### src/sv/cvd_pkg.sv
package cvd_pkg;

    // Field widths
    localparam int TIME_WIDTH = 34;
    localparam int ACC_WIDTH  = 48;
    localparam int PRICE_W    = 32;
    localparam int VOL_W      = 32;
    localparam int OUT_W      = 48;

    // Day number: bar_time / 86400 = (bar_time >> 7) / 675.
    // The odd part is a multiply by a rounded-up reciprocal; the rounding
    // error stays below 675 / 2^10 of one unit over the whole range, so the
    // quotient is exact for any TIME_WIDTH.
    localparam int SECS_PER_DAY = 86400;
    localparam int DAY_SHIFT    = 7;
    localparam int DIV_ODD      = SECS_PER_DAY >> DAY_SHIFT;
    localparam int XW           = TIME_WIDTH - DAY_SHIFT;
    localparam int RECIP_SHIFT  = XW + 10;
    localparam int RECIP_W      = XW + 1;
    localparam int PROD_W       = XW + RECIP_W;
    localparam int DAY_W        = TIME_WIDTH - 16;
    localparam logic [63:0] RECIP =
        ((64'd1 << RECIP_SHIFT) + 64'(DIV_ODD - 1)) / 64'(DIV_ODD);

    localparam int ACC_X = ACC_WIDTH + 1;
    localparam logic signed [ACC_WIDTH-1:0] ACC_MAX = {1'b0, {(ACC_WIDTH-1){1'b1}}};
    localparam logic signed [ACC_WIDTH-1:0] ACC_MIN = {1'b1, {(ACC_WIDTH-1){1'b0}}};

    typedef struct packed {
        logic [TIME_WIDTH-1:0] bar_time;
        logic [PRICE_W-1:0]    open_price;
        logic [PRICE_W-1:0]    close_price;
        logic [VOL_W-1:0]      volume;
        logic                  has_trade;
        logic                  bar_end;
    } cvd_in_t;

    typedef struct packed {
        logic signed [OUT_W-1:0] bar_open;
        logic signed [OUT_W-1:0] bar_high;
        logic signed [OUT_W-1:0] bar_low;
        logic signed [OUT_W-1:0] bar_close;
    } cvd_out_t;

    typedef enum logic [1:0] {
        DIR_NONE,
        DIR_UP,
        DIR_DOWN
    } dir_t;

    // Clamp a one-bit-wider sum back into the accumulator range.
    function automatic logic signed [ACC_WIDTH-1:0] sat_acc(
        input logic signed [ACC_WIDTH:0] s
    );
        logic signed [ACC_WIDTH-1:0] r;
        if (s[ACC_WIDTH] != s[ACC_WIDTH-1])
        begin
            r = s[ACC_WIDTH] ? ACC_MIN : ACC_MAX;
        end
        else
        begin
            r = s[ACC_WIDTH-1:0];
        end
        return r;
    endfunction

    // Sign-extend or truncate an accumulator value to the output width.
    function automatic logic [OUT_W-1:0] to_out(
        input logic signed [ACC_WIDTH-1:0] v
    );
        logic signed [63:0] w;
        w = 64'(v);
        return w[OUT_W-1:0];
    endfunction

endpackage

### src/sv/cumulative_volume_delta_bars.sv
// Cumulative volume delta candles, one per chart bar.
//
// Input channel (in_valid / in_ready / in_data): one trade sub-bar per
// transaction, tagged with its chart bar start time; bar_end marks the last
// item of a bar, has_trade = 0 marks an item with no trade (empty bar).
// Output channel (out_valid / out_ready / out_data): one candle (open, high,
// low, close of the cumulative delta) per item that carries bar_end.
//
// Pipeline: input register, day-number multiply and price compare, bar
// delta update with high/low tracking, candle sums into the output register.
// The block takes one transaction every cycle while no stalled candle holds
// the stages full; the per-stage adds and the single reciprocal multiply set
// the clock, not the rate.
//
// Reset clears all bar state and the carried total to zero; the first bar
// after reset never clears the carried total on a day change.
// When the receiver stalls, the output register holds its candle; items
// without bar_end keep flowing, and in_ready drops only once every stage
// behind the waiting candle is occupied.
module cumulative_volume_delta_bars (
    input  logic               clk,
    input  logic               rst_n,
    input  logic               in_valid,
    output logic               in_ready,
    input  cvd_pkg::cvd_in_t   in_data,
    output logic               out_valid,
    input  logic               out_ready,
    output cvd_pkg::cvd_out_t  out_data
);
    import cvd_pkg::*;

    // Stage 2 carries the day product and the trade direction.
    typedef struct packed {
        logic [PROD_W-1:0] prod;
        dir_t              dir;
        logic [VOL_W-1:0]  volume;
        logic              bar_end;
    } s2_t;

    // Stage 3 carries the bar summary and the day-change flag.
    typedef struct packed {
        logic signed [ACC_WIDTH-1:0] delta;
        logic signed [ACC_WIDTH-1:0] delta_hi;
        logic signed [ACC_WIDTH-1:0] delta_lo;
        logic                        zero_carry;
        logic                        bar_end;
    } s3_t;

    // Pipeline valid bits and payloads
    logic     s1_valid_reg, s1_valid_next;
    cvd_in_t  s1_reg;
    logic     s2_valid_reg, s2_valid_next;
    s2_t      s2_reg, s2_next;
    logic     s3_valid_reg, s3_valid_next;
    s3_t      s3_reg, s3_next;
    logic     out_valid_reg, out_valid_next;
    cvd_out_t out_reg, out_next;

    // Bar state
    logic signed [ACC_WIDTH-1:0] delta_reg, delta_next;
    logic signed [ACC_WIDTH-1:0] hi_reg, hi_next;
    logic signed [ACC_WIDTH-1:0] lo_reg, lo_next;
    logic [DAY_W-1:0]            prev_day_reg, prev_day_next;
    logic                        seen_reg, seen_next;
    logic                        inside_reg, inside_next;
    logic signed [ACC_WIDTH-1:0] carried_reg, carried_next;

    // Flow control
    logic out_free, s3_go, s3_free, s2_go, s2_free, s1_go, s1_free;

    assign out_free = !out_valid_reg || out_ready;
    assign s3_go    = s3_valid_reg && (!s3_reg.bar_end || out_free);
    assign s3_free  = !s3_valid_reg || s3_go;
    assign s2_go    = s2_valid_reg && s3_free;
    assign s2_free  = !s2_valid_reg || s2_go;
    assign s1_go    = s1_valid_reg && s2_free;
    assign s1_free  = !s1_valid_reg || s1_go;
    assign in_ready = s1_free;

    // Stage 1: day product and price direction
    logic [XW-1:0]      day_x;
    logic [RECIP_W-1:0] recip;

    assign day_x = s1_reg.bar_time[TIME_WIDTH-1:DAY_SHIFT];
    assign recip = RECIP[RECIP_W-1:0];

    always_comb
    begin
        s2_next.prod    = PROD_W'(day_x) * PROD_W'(recip);
        s2_next.volume  = s1_reg.volume;
        s2_next.bar_end = s1_reg.bar_end;
        if (!s1_reg.has_trade)
        begin
            s2_next.dir = DIR_NONE;
        end
        else if (s1_reg.close_price > s1_reg.open_price)
        begin
            s2_next.dir = DIR_UP;
        end
        else if (s1_reg.close_price < s1_reg.open_price)
        begin
            s2_next.dir = DIR_DOWN;
        end
        else
        begin
            s2_next.dir = DIR_NONE;
        end
    end

    // Stage 2: running delta with high/low tracking
    logic                        bar_start;
    logic [DAY_W-1:0]            day;
    logic signed [ACC_WIDTH-1:0] base_d, base_hi, base_lo, new_d;
    logic signed [ACC_X-1:0]     vol_x, step_x;

    assign bar_start = !inside_reg;
    assign day       = s2_reg.prod[RECIP_SHIFT +: DAY_W];
    assign base_d    = bar_start ? '0 : delta_reg;
    assign base_hi   = bar_start ? '0 : hi_reg;
    assign base_lo   = bar_start ? '0 : lo_reg;
    assign vol_x     = signed'(ACC_X'(s2_reg.volume));

    always_comb
    begin
        case (s2_reg.dir)
            DIR_UP:   step_x = vol_x;
            DIR_DOWN: step_x = -vol_x;
            default:  step_x = '0;
        endcase
        new_d = sat_acc(ACC_X'(base_d) + step_x);

        s3_next.delta      = new_d;
        s3_next.delta_hi   = (new_d > base_hi) ? new_d : base_hi;
        s3_next.delta_lo   = (new_d < base_lo) ? new_d : base_lo;
        s3_next.zero_carry = bar_start && seen_reg && (day != prev_day_reg);
        s3_next.bar_end    = s2_reg.bar_end;
    end

    always_comb
    begin
        delta_next    = delta_reg;
        hi_next       = hi_reg;
        lo_next       = lo_reg;
        prev_day_next = prev_day_reg;
        seen_next     = seen_reg;
        inside_next   = inside_reg;
        if (s2_go)
        begin
            delta_next  = s3_next.delta;
            hi_next     = s3_next.delta_hi;
            lo_next     = s3_next.delta_lo;
            inside_next = !s2_reg.bar_end;
            if (bar_start)
            begin
                prev_day_next = day;
                seen_next     = 1'b1;
            end
        end
    end

    // Stage 3: candle sums against the carried total
    logic signed [ACC_WIDTH-1:0] start_v, high_v, low_v, close_v;

    assign start_v = s3_reg.zero_carry ? '0 : carried_reg;
    assign high_v  = sat_acc(ACC_X'(start_v) + ACC_X'(s3_reg.delta_hi));
    assign low_v   = sat_acc(ACC_X'(start_v) + ACC_X'(s3_reg.delta_lo));
    assign close_v = sat_acc(ACC_X'(start_v) + ACC_X'(s3_reg.delta));

    always_comb
    begin
        out_next.bar_open  = to_out(start_v);
        out_next.bar_high  = to_out(high_v);
        out_next.bar_low   = to_out(low_v);
        out_next.bar_close = to_out(close_v);

        carried_next = carried_reg;
        if (s3_go)
        begin
            if (s3_reg.bar_end)
            begin
                carried_next = close_v;
            end
            else if (s3_reg.zero_carry)
            begin
                carried_next = '0;
            end
        end
    end

    // Valid bits: load on upstream advance, drop when the item moves on
    always_comb
    begin
        s1_valid_next  = in_valid && in_ready ? 1'b1 : (s1_go ? 1'b0 : s1_valid_reg);
        s2_valid_next  = s1_go ? 1'b1 : (s2_go ? 1'b0 : s2_valid_reg);
        s3_valid_next  = s2_go ? 1'b1 : (s3_go ? 1'b0 : s3_valid_reg);
        out_valid_next = (s3_go && s3_reg.bar_end) ? 1'b1
                       : (out_ready ? 1'b0 : out_valid_reg);
    end

    always_ff @(posedge clk or negedge rst_n)
    begin
        if (!rst_n)
        begin
            s1_valid_reg  <= 1'b0;
            s2_valid_reg  <= 1'b0;
            s3_valid_reg  <= 1'b0;
            out_valid_reg <= 1'b0;
            delta_reg     <= '0;
            hi_reg        <= '0;
            lo_reg        <= '0;
            prev_day_reg  <= '0;
            seen_reg      <= 1'b0;
            inside_reg    <= 1'b0;
            carried_reg   <= '0;
        end
        else
        begin
            s1_valid_reg  <= s1_valid_next;
            s2_valid_reg  <= s2_valid_next;
            s3_valid_reg  <= s3_valid_next;
            out_valid_reg <= out_valid_next;
            delta_reg     <= delta_next;
            hi_reg        <= hi_next;
            lo_reg        <= lo_next;
            prev_day_reg  <= prev_day_next;
            seen_reg      <= seen_next;
            inside_reg    <= inside_next;
            carried_reg   <= carried_next;
        end
    end

    // Payload registers: load only when the stage takes a new transaction
    always_ff @(posedge clk)
    begin
        if (in_valid && in_ready)
        begin
            s1_reg <= in_data;
        end
        if (s1_go)
        begin
            s2_reg <= s2_next;
        end
        if (s2_go)
        begin
            s3_reg <= s3_next;
        end
        if (s3_go && s3_reg.bar_end)
        begin
            out_reg <= out_next;
        end
    end

    assign out_valid = out_valid_reg;
    assign out_data  = out_reg;

    // Bar extremes always bracket the running delta and zero.
    assert property (@(posedge clk) disable iff (!rst_n)
        hi_reg >= delta_reg && hi_reg >= 0 && lo_reg <= delta_reg && lo_reg <= 0)
    else $error("bar high/low do not bracket running delta");

    // A candle's open and close lie between its low and high.
    assert property (@(posedge clk) disable iff (!rst_n)
        out_valid_reg && ACC_WIDTH == OUT_W |->
            out_reg.bar_low <= out_reg.bar_open && out_reg.bar_open <= out_reg.bar_high &&
            out_reg.bar_low <= out_reg.bar_close && out_reg.bar_close <= out_reg.bar_high)
    else $error("candle open/close outside low..high");

    // Input backpressure only comes from a stalled candle at the output.
    assert property (@(posedge clk) disable iff (!rst_n)
        !in_ready |-> out_valid_reg && !out_ready && s3_valid_reg && s3_reg.bar_end)
    else $error("input stalled without output backpressure");

    // A bar_end item leaving stage 3 always lands in the output register.
    assert property (@(posedge clk) disable iff (!rst_n)
        s3_go && s3_reg.bar_end |=> out_valid_reg)
    else $error("candle lost between stage 3 and output");

endmodule

### config.mk
export PLATFORM = sky130hd
export DESIGN_NAME = cumulative_volume_delta_bars
export DESIGN_NICKNAME = d
export VERILOG_FILES = /design/src/sv/cvd_pkg.sv /design/src/sv/cumulative_volume_delta_bars.sv
export SDC_FILE = /design/constraint.sdc
export NUM_CORES = 2
export LEC_CHECK = 0
export BUFFER_PORTS_ARGS = -buffer_cell sky130_fd_sc_hd__buf_2
export CAP_MARGIN = 40
export CORE_ASPECT_RATIO = 1.25
export CORE_UTILIZATION = 40
export DETAILED_ROUTE_END_ITERATION = 10
export GPL_ROUTABILITY_DRIVEN = 1
export PLACE_DENSITY = 0.61
export SLEW_MARGIN = 40
export SYNTH_ARGS = -nofsm -noshare
export SYNTH_HDL_FRONTEND = slang
export SYNTH_SLANG_ARGS = --single-unit
### constraint.sdc
create_clock -name clk -period 14.45 [get_ports clk]
set_input_delay 0.7225 -clock clk [delete_from_list [all_inputs] [get_ports clk]]
set_output_delay 0.7225 -clock clk [all_outputs]
set_load 0.005 [all_outputs]
After elaboration in Yosys (flattened, before gate mapping) --
Index checks and enable logic that the tools add are counted.
Storage, ports and cells: logic and storage cells 101, bits in registers 776
Cells by class: reduce and logical (&&, ||, !) cells 25, mux-type cells 26, order comparisons 4, bitwise logic cells 2, multiply operators 1, add/subtract/negate cells 5, equality and inequality tests 7
Operators with widths (count):
- $mux 48 | 15
- $add 48x48->49 | 3
- $pmux 49 s2 | 1
- $mul 27x28->55 const B | 1
- $add 48x49->49 | 1
- $neg 32->49 | 1
- $gt 48x48->1 | 1
- $lt 48x48->1 | 1
- $gt 32x32->1 | 1
- $lt 32x32->1 | 1
- $ne 18x18->1 | 1
- $mux 1 | 9
- $reduce_bool 2->1 | 4
- $logic_and 1x1->1 | 7
- $logic_not 1->1 | 7
- $logic_or 1x1->1 | 5
- $ne 1x1->1 | 4
- $eq 2x1->1 const B | 1
- $eq 2x2->1 const B | 1
- $mux 2 | 1
- $not 1->1 | 2
- $reduce_and 2->1 | 1
- $reduce_or 2->1 | 1

Longest topological paths before layout --
depth in word-level cells 11, mapped depth 41, mapped depth without buffers 34

Worst setup path after synthesis --
Ideal clock, no wire load.
path kind input-to-reg, start in out_ready, end reg carried_reg[34], required time 14.367 ns, cell stages on the path 5, buffers on the path 1, arrival 10.658 ns, slack 3.709 ns, setup time 0.083 ns, cell sequence nor2b_1 -> nor2_1 -> nand2b_1 -> clkbuf_1 -> o21ai_0
On the way: cells in the longest elaborated chain, start to end 3
RTL lines:
- start, declared | RTL line cumulative_volume_delta_bars.sv:27 | input logic out_ready,
- $logic_or 1x1->1 | RTL line cumulative_volume_delta_bars.sv:71 | assign out_free = !out_valid_reg || out_ready;
- $logic_or 1x1->1 | RTL line cumulative_volume_delta_bars.sv:72 | assign s3_go = s3_valid_reg && (!s3_reg.bar_end || out_free);
- $logic_and 1x1->1 | RTL line cumulative_volume_delta_bars.sv:72
- end signal, assigned | RTL line cumulative_volume_delta_bars.sv:228 | carried_reg <= carried_next;
- end, declared | RTL line cumulative_volume_delta_bars.sv:66 | logic signed [ACC_WIDTH-1:0] carried_reg, carried_next;
No other way between the ends. A chain may end at the register's enable or synchronous reset.

Final worst setup path --
start reg s2_reg[2] (netlist name), end reg lo_reg[22]
On the way: cells in the longest elaborated chain, start to end 7, elaborated cells on any way between the ends 8
RTL lines:
- start, declared | RTL line cumulative_volume_delta_bars.sv:53 | s2_t s2_reg, s2_next;
- start signal, assigned | RTL line cumulative_volume_delta_bars.sv:241 | s2_reg <= s2_next;
- $neg 32->49 | RTL line cumulative_volume_delta_bars.sv:127 | DIR_DOWN: step_x = -vol_x;
- $pmux 49 s2 (*) | RTL line cumulative_volume_delta_bars.sv:125 | case (s2_reg.dir)
- $add 48x49->49 (*) | RTL line cumulative_volume_delta_bars.sv:130 | new_d = sat_acc(ACC_X'(base_d) + step_x);
- $mux 48 or $ne 1x1->1 (tied branches) | RTL line cvd_pkg.sv:58, cvd_pkg.sv:56
- $mux 48 (*) | RTL line cvd_pkg.sv:56 | if (s[ACC_WIDTH] != s[ACC_WIDTH-1])
- net new_d[7] | RTL line cumulative_volume_delta_bars.sv:113 | logic signed [ACC_WIDTH-1:0] base_d, base_hi, base_lo, new_d;
- $lt 48x48->1 (*) | RTL line cumulative_volume_delta_bars.sv:134 | s3_next.delta_lo = (new_d < base_lo) ? new_d : base_lo;
- $mux 48 (*) | RTL line cumulative_volume_delta_bars.sv:134
- end signal, assigned | RTL line cumulative_volume_delta_bars.sv:224 | lo_reg <= lo_next;
- end, declared | RTL line cumulative_volume_delta_bars.sv:62 | logic signed [ACC_WIDTH-1:0] lo_reg, lo_next;
The timed path passes the listed nets; every way through them passes the cells marked *.

==> out/qor.yml <==
leakage_nw: 26.25
synth_ff_type: "edfxtp_1"
clockRootBuffer: "clkbuf_16"
reg2reg_depth: 34
largest_reg_flops: 192
yosysTopAreaCell: "edfxtp_1"
finalSetupViolCount: 0
min_to: "s1_reg[78]"
whs_path_depth: 1
synthCells: 4728
antenna_left: 0
vias_per_cell: 5.307
synth_mux_area_share_pct: 2.890
clockBufferDepth: 3
die_w_um: 321.0
yosys.area_share.adder_pct: 23.55
synth_compound_area_share_pct: 14.51
antenna_found_initial: 12
grt_usage_pct: 20.91
arrival_ns: 11.65
yosysTopAreaCellShare_pct: 30.46
critPathSlowestCell: "buf_4"
io_pins: 330
cp.required_ns: 15.01
worstSetupStartpointType: "flop"
syn_area_mm2: 0.05087
period_needed_ns: 11.09
worst-setup-path-type: "flop to flop"
cts-resized-gates: 0
path_clk_slew_ns: 0.06
finalCritPeriodShare_pct: 76.73
grt_pass1_vias: 36340
drive_above_1_share_pct: 11.63
timing.rr.start: "s2_reg[2]"
synth-edff-count: 516
synth-simple-area-share_pct: 9.987
fin_tns_setup_ns: 0
final-seq-area_mm2: 0.02090
die_area_mm2: 0.1286
ys_ff_latch: 732
place_congestion: 0.9308
routed_wl_mm: 135.0
multi_input_area_mm2: 0.02783
p_per_area_mw_per_mm2: 211.9
port_buffers: 322
r2r_slack_ns: 3.36
finClkSkew_ns: 0.04771
start_util_pct: 40.52
ys_top_cells_by_area: "edfxtp_1 (30%), ha_1 (15%), dfrtp_1 (11%)"
grt_max_degree: 123
status: "finished, final reports clean"
max_cap_viol_count: 0
fmax_ghz: 0.09019
worst_pin_slew_ns: 0.8745
ctsHoldBuffers: 1
final_nets: 5984
row_count: 145
syn_avg_cell_area_um2: 10.76
ys_warn_count: 0
finalHoldViolCount: 0
die_h_um: 400.7
h-tree-depth: 3
drtPass1Iterations: 5
avgRoutedWirePerCell_um: 19.88
cts_buffers: 80
irDropWorstVdd_mv: 0.2320
drc: 0
grt.overflow.total: 0
post_cts.repair.setup_buffers: 0
vias: 36030
synth_xor_area_share_pct: 3.611
critPathMaxStageDelay_ns: 0.69
final_common_cell: "ha_1"
final_cells: 6789
clk_latency_ns: 0.71
design.core.area_mm2: 0.1255
cts.sinks: 732
dp_hpwl_mm: 105.2
cts_tree: "built"
final_max_slew_viol_count: 0
area_delta_synth_final_pct: 12.60
mostFrequentLayoutCells: "ha_1 (622), edfxtp_1 (516), inv_1 (433)"
crit_top_cell: "nor2_1"
r2r-end: "lo_reg[22]"
drtIter0Drc: 2278
synth.distinct_cells: 82
hold_ws_ns: 0.2004
crit_path_max_fanout: 48
grt_first_pass_wirelength_mm: 207.8
worstHoldStart: "in_data[78]"
slew_headroom_pct: 41.16
postSynth.asyncResetShare_pct: 29.51
rsz0062_at_grt: "no"
synth-seq-area-share_pct: 41.09
fill_cells: 11860
syn-num-nets: 5683
hp-class: "primary input to flop"
endpoint_kind: "flop"
place_inst: 6634
synth_top_family_by_area: "adder cells"
==> cells by family after synthesis <==
family                     Yosys count
AOI/OAI and AO/OA                 1169
xor gates and xnor gates           208
adders and majority gates          844
buffers and inverters              583
DFF                                732
muxes                              140
and+or+nand+nor                   1052
==> layout make-up <==
cell class	instances	area share, %
diodes	2	0.008738
clock buffers	107	3.886
clock inverters	43	0.9132
inverters	435	2.873
multi-input cells	3413	48.59
flip-flops and latches	732	36.50
well taps	1690	3.692
repair buffers	367	3.543
==> cells in the mapped netlist, types with 30 or more instances <==
library cell  instances
o21a_1               42
clkbuf_1            122
dfrtp_1             216
o21ai_0             342
nor3_1               43
xor2_1               70
a21oi_1             279
and2_1               73
mux2_2               55
a21o_1              174
nor2b_1              83
a22o_1               60
inv_1               434
mux2i_1              85
nand4_1              67
nand3_1              60
ha_1                622
edfxtp_1            516
fa_1                197
nor2_1              221
nand2_1             356
o21bai_1             30
nand2b_1             45
xnor2_1             136
==> power by group <==
group,leakage (nW),internal [W],switching (W)
clock,1.32,0.00120,0.000920
combinational,17.1,0.00268,0.00388
sequential,7.81,0.00312,0.000345
==> how the worst max path moves through the flow <==
stage                                 end      start  depth (start not counted)
final                          lo_reg[22]  s2_reg[2]                         34
after detailed placement        lo_reg[2]  s2_reg[2]                         34
after global routing           lo_reg[47]  s2_reg[2]                         34
after global placement          lo_reg[0]  s2_reg[1]                         34
after CTS                      lo_reg[34]  s2_reg[2]                         34
after floorplan           carried_reg[34]  out_ready                          5
==> metrics by stage <==
step / cell area (um^2) / worst slack [ns] / total power, W / utilization [%]
final: 57270 / 3.363 / 0.01214 / 45.62
after global routing: 57270 / 2.526 / 0.01312 / 45.62
after CTS: 57220 / 3.301 / 0.01223 / 45.58
after detailed placement: 54460 / 3.342 / 0.01002 / 43.38
after global placement: 54420 / 3.425 / 0.009935 / 43.35
after floorplan: 50870 / 3.709 / 0.008102 / -
==> critical path: cells and delay by family, from the launching register on <==
family | cells | cell delay, ns
fa+ha+maj | 2 | 0.83
compound gates | 7 | 1.59
xor+xnor | 2 | 0.84
flops | 1 | 0.40
simple gates | 19 | 5.70
buf+inv | 4 | 1.52
==> routing by layer <==
metal | share of wire, % | GRT usage (%) | up-vias
met5 | 0.065 | 0 | -
met4 | 3.2 | 7.243 | 14
met3 | 4.7 | 2.772 | 226
met2 | 48 | 35.62 | 871
met1 | 44 | 27.14 | 17300
li1 | - | - | 17620
(Power assumes the default switching activity.)
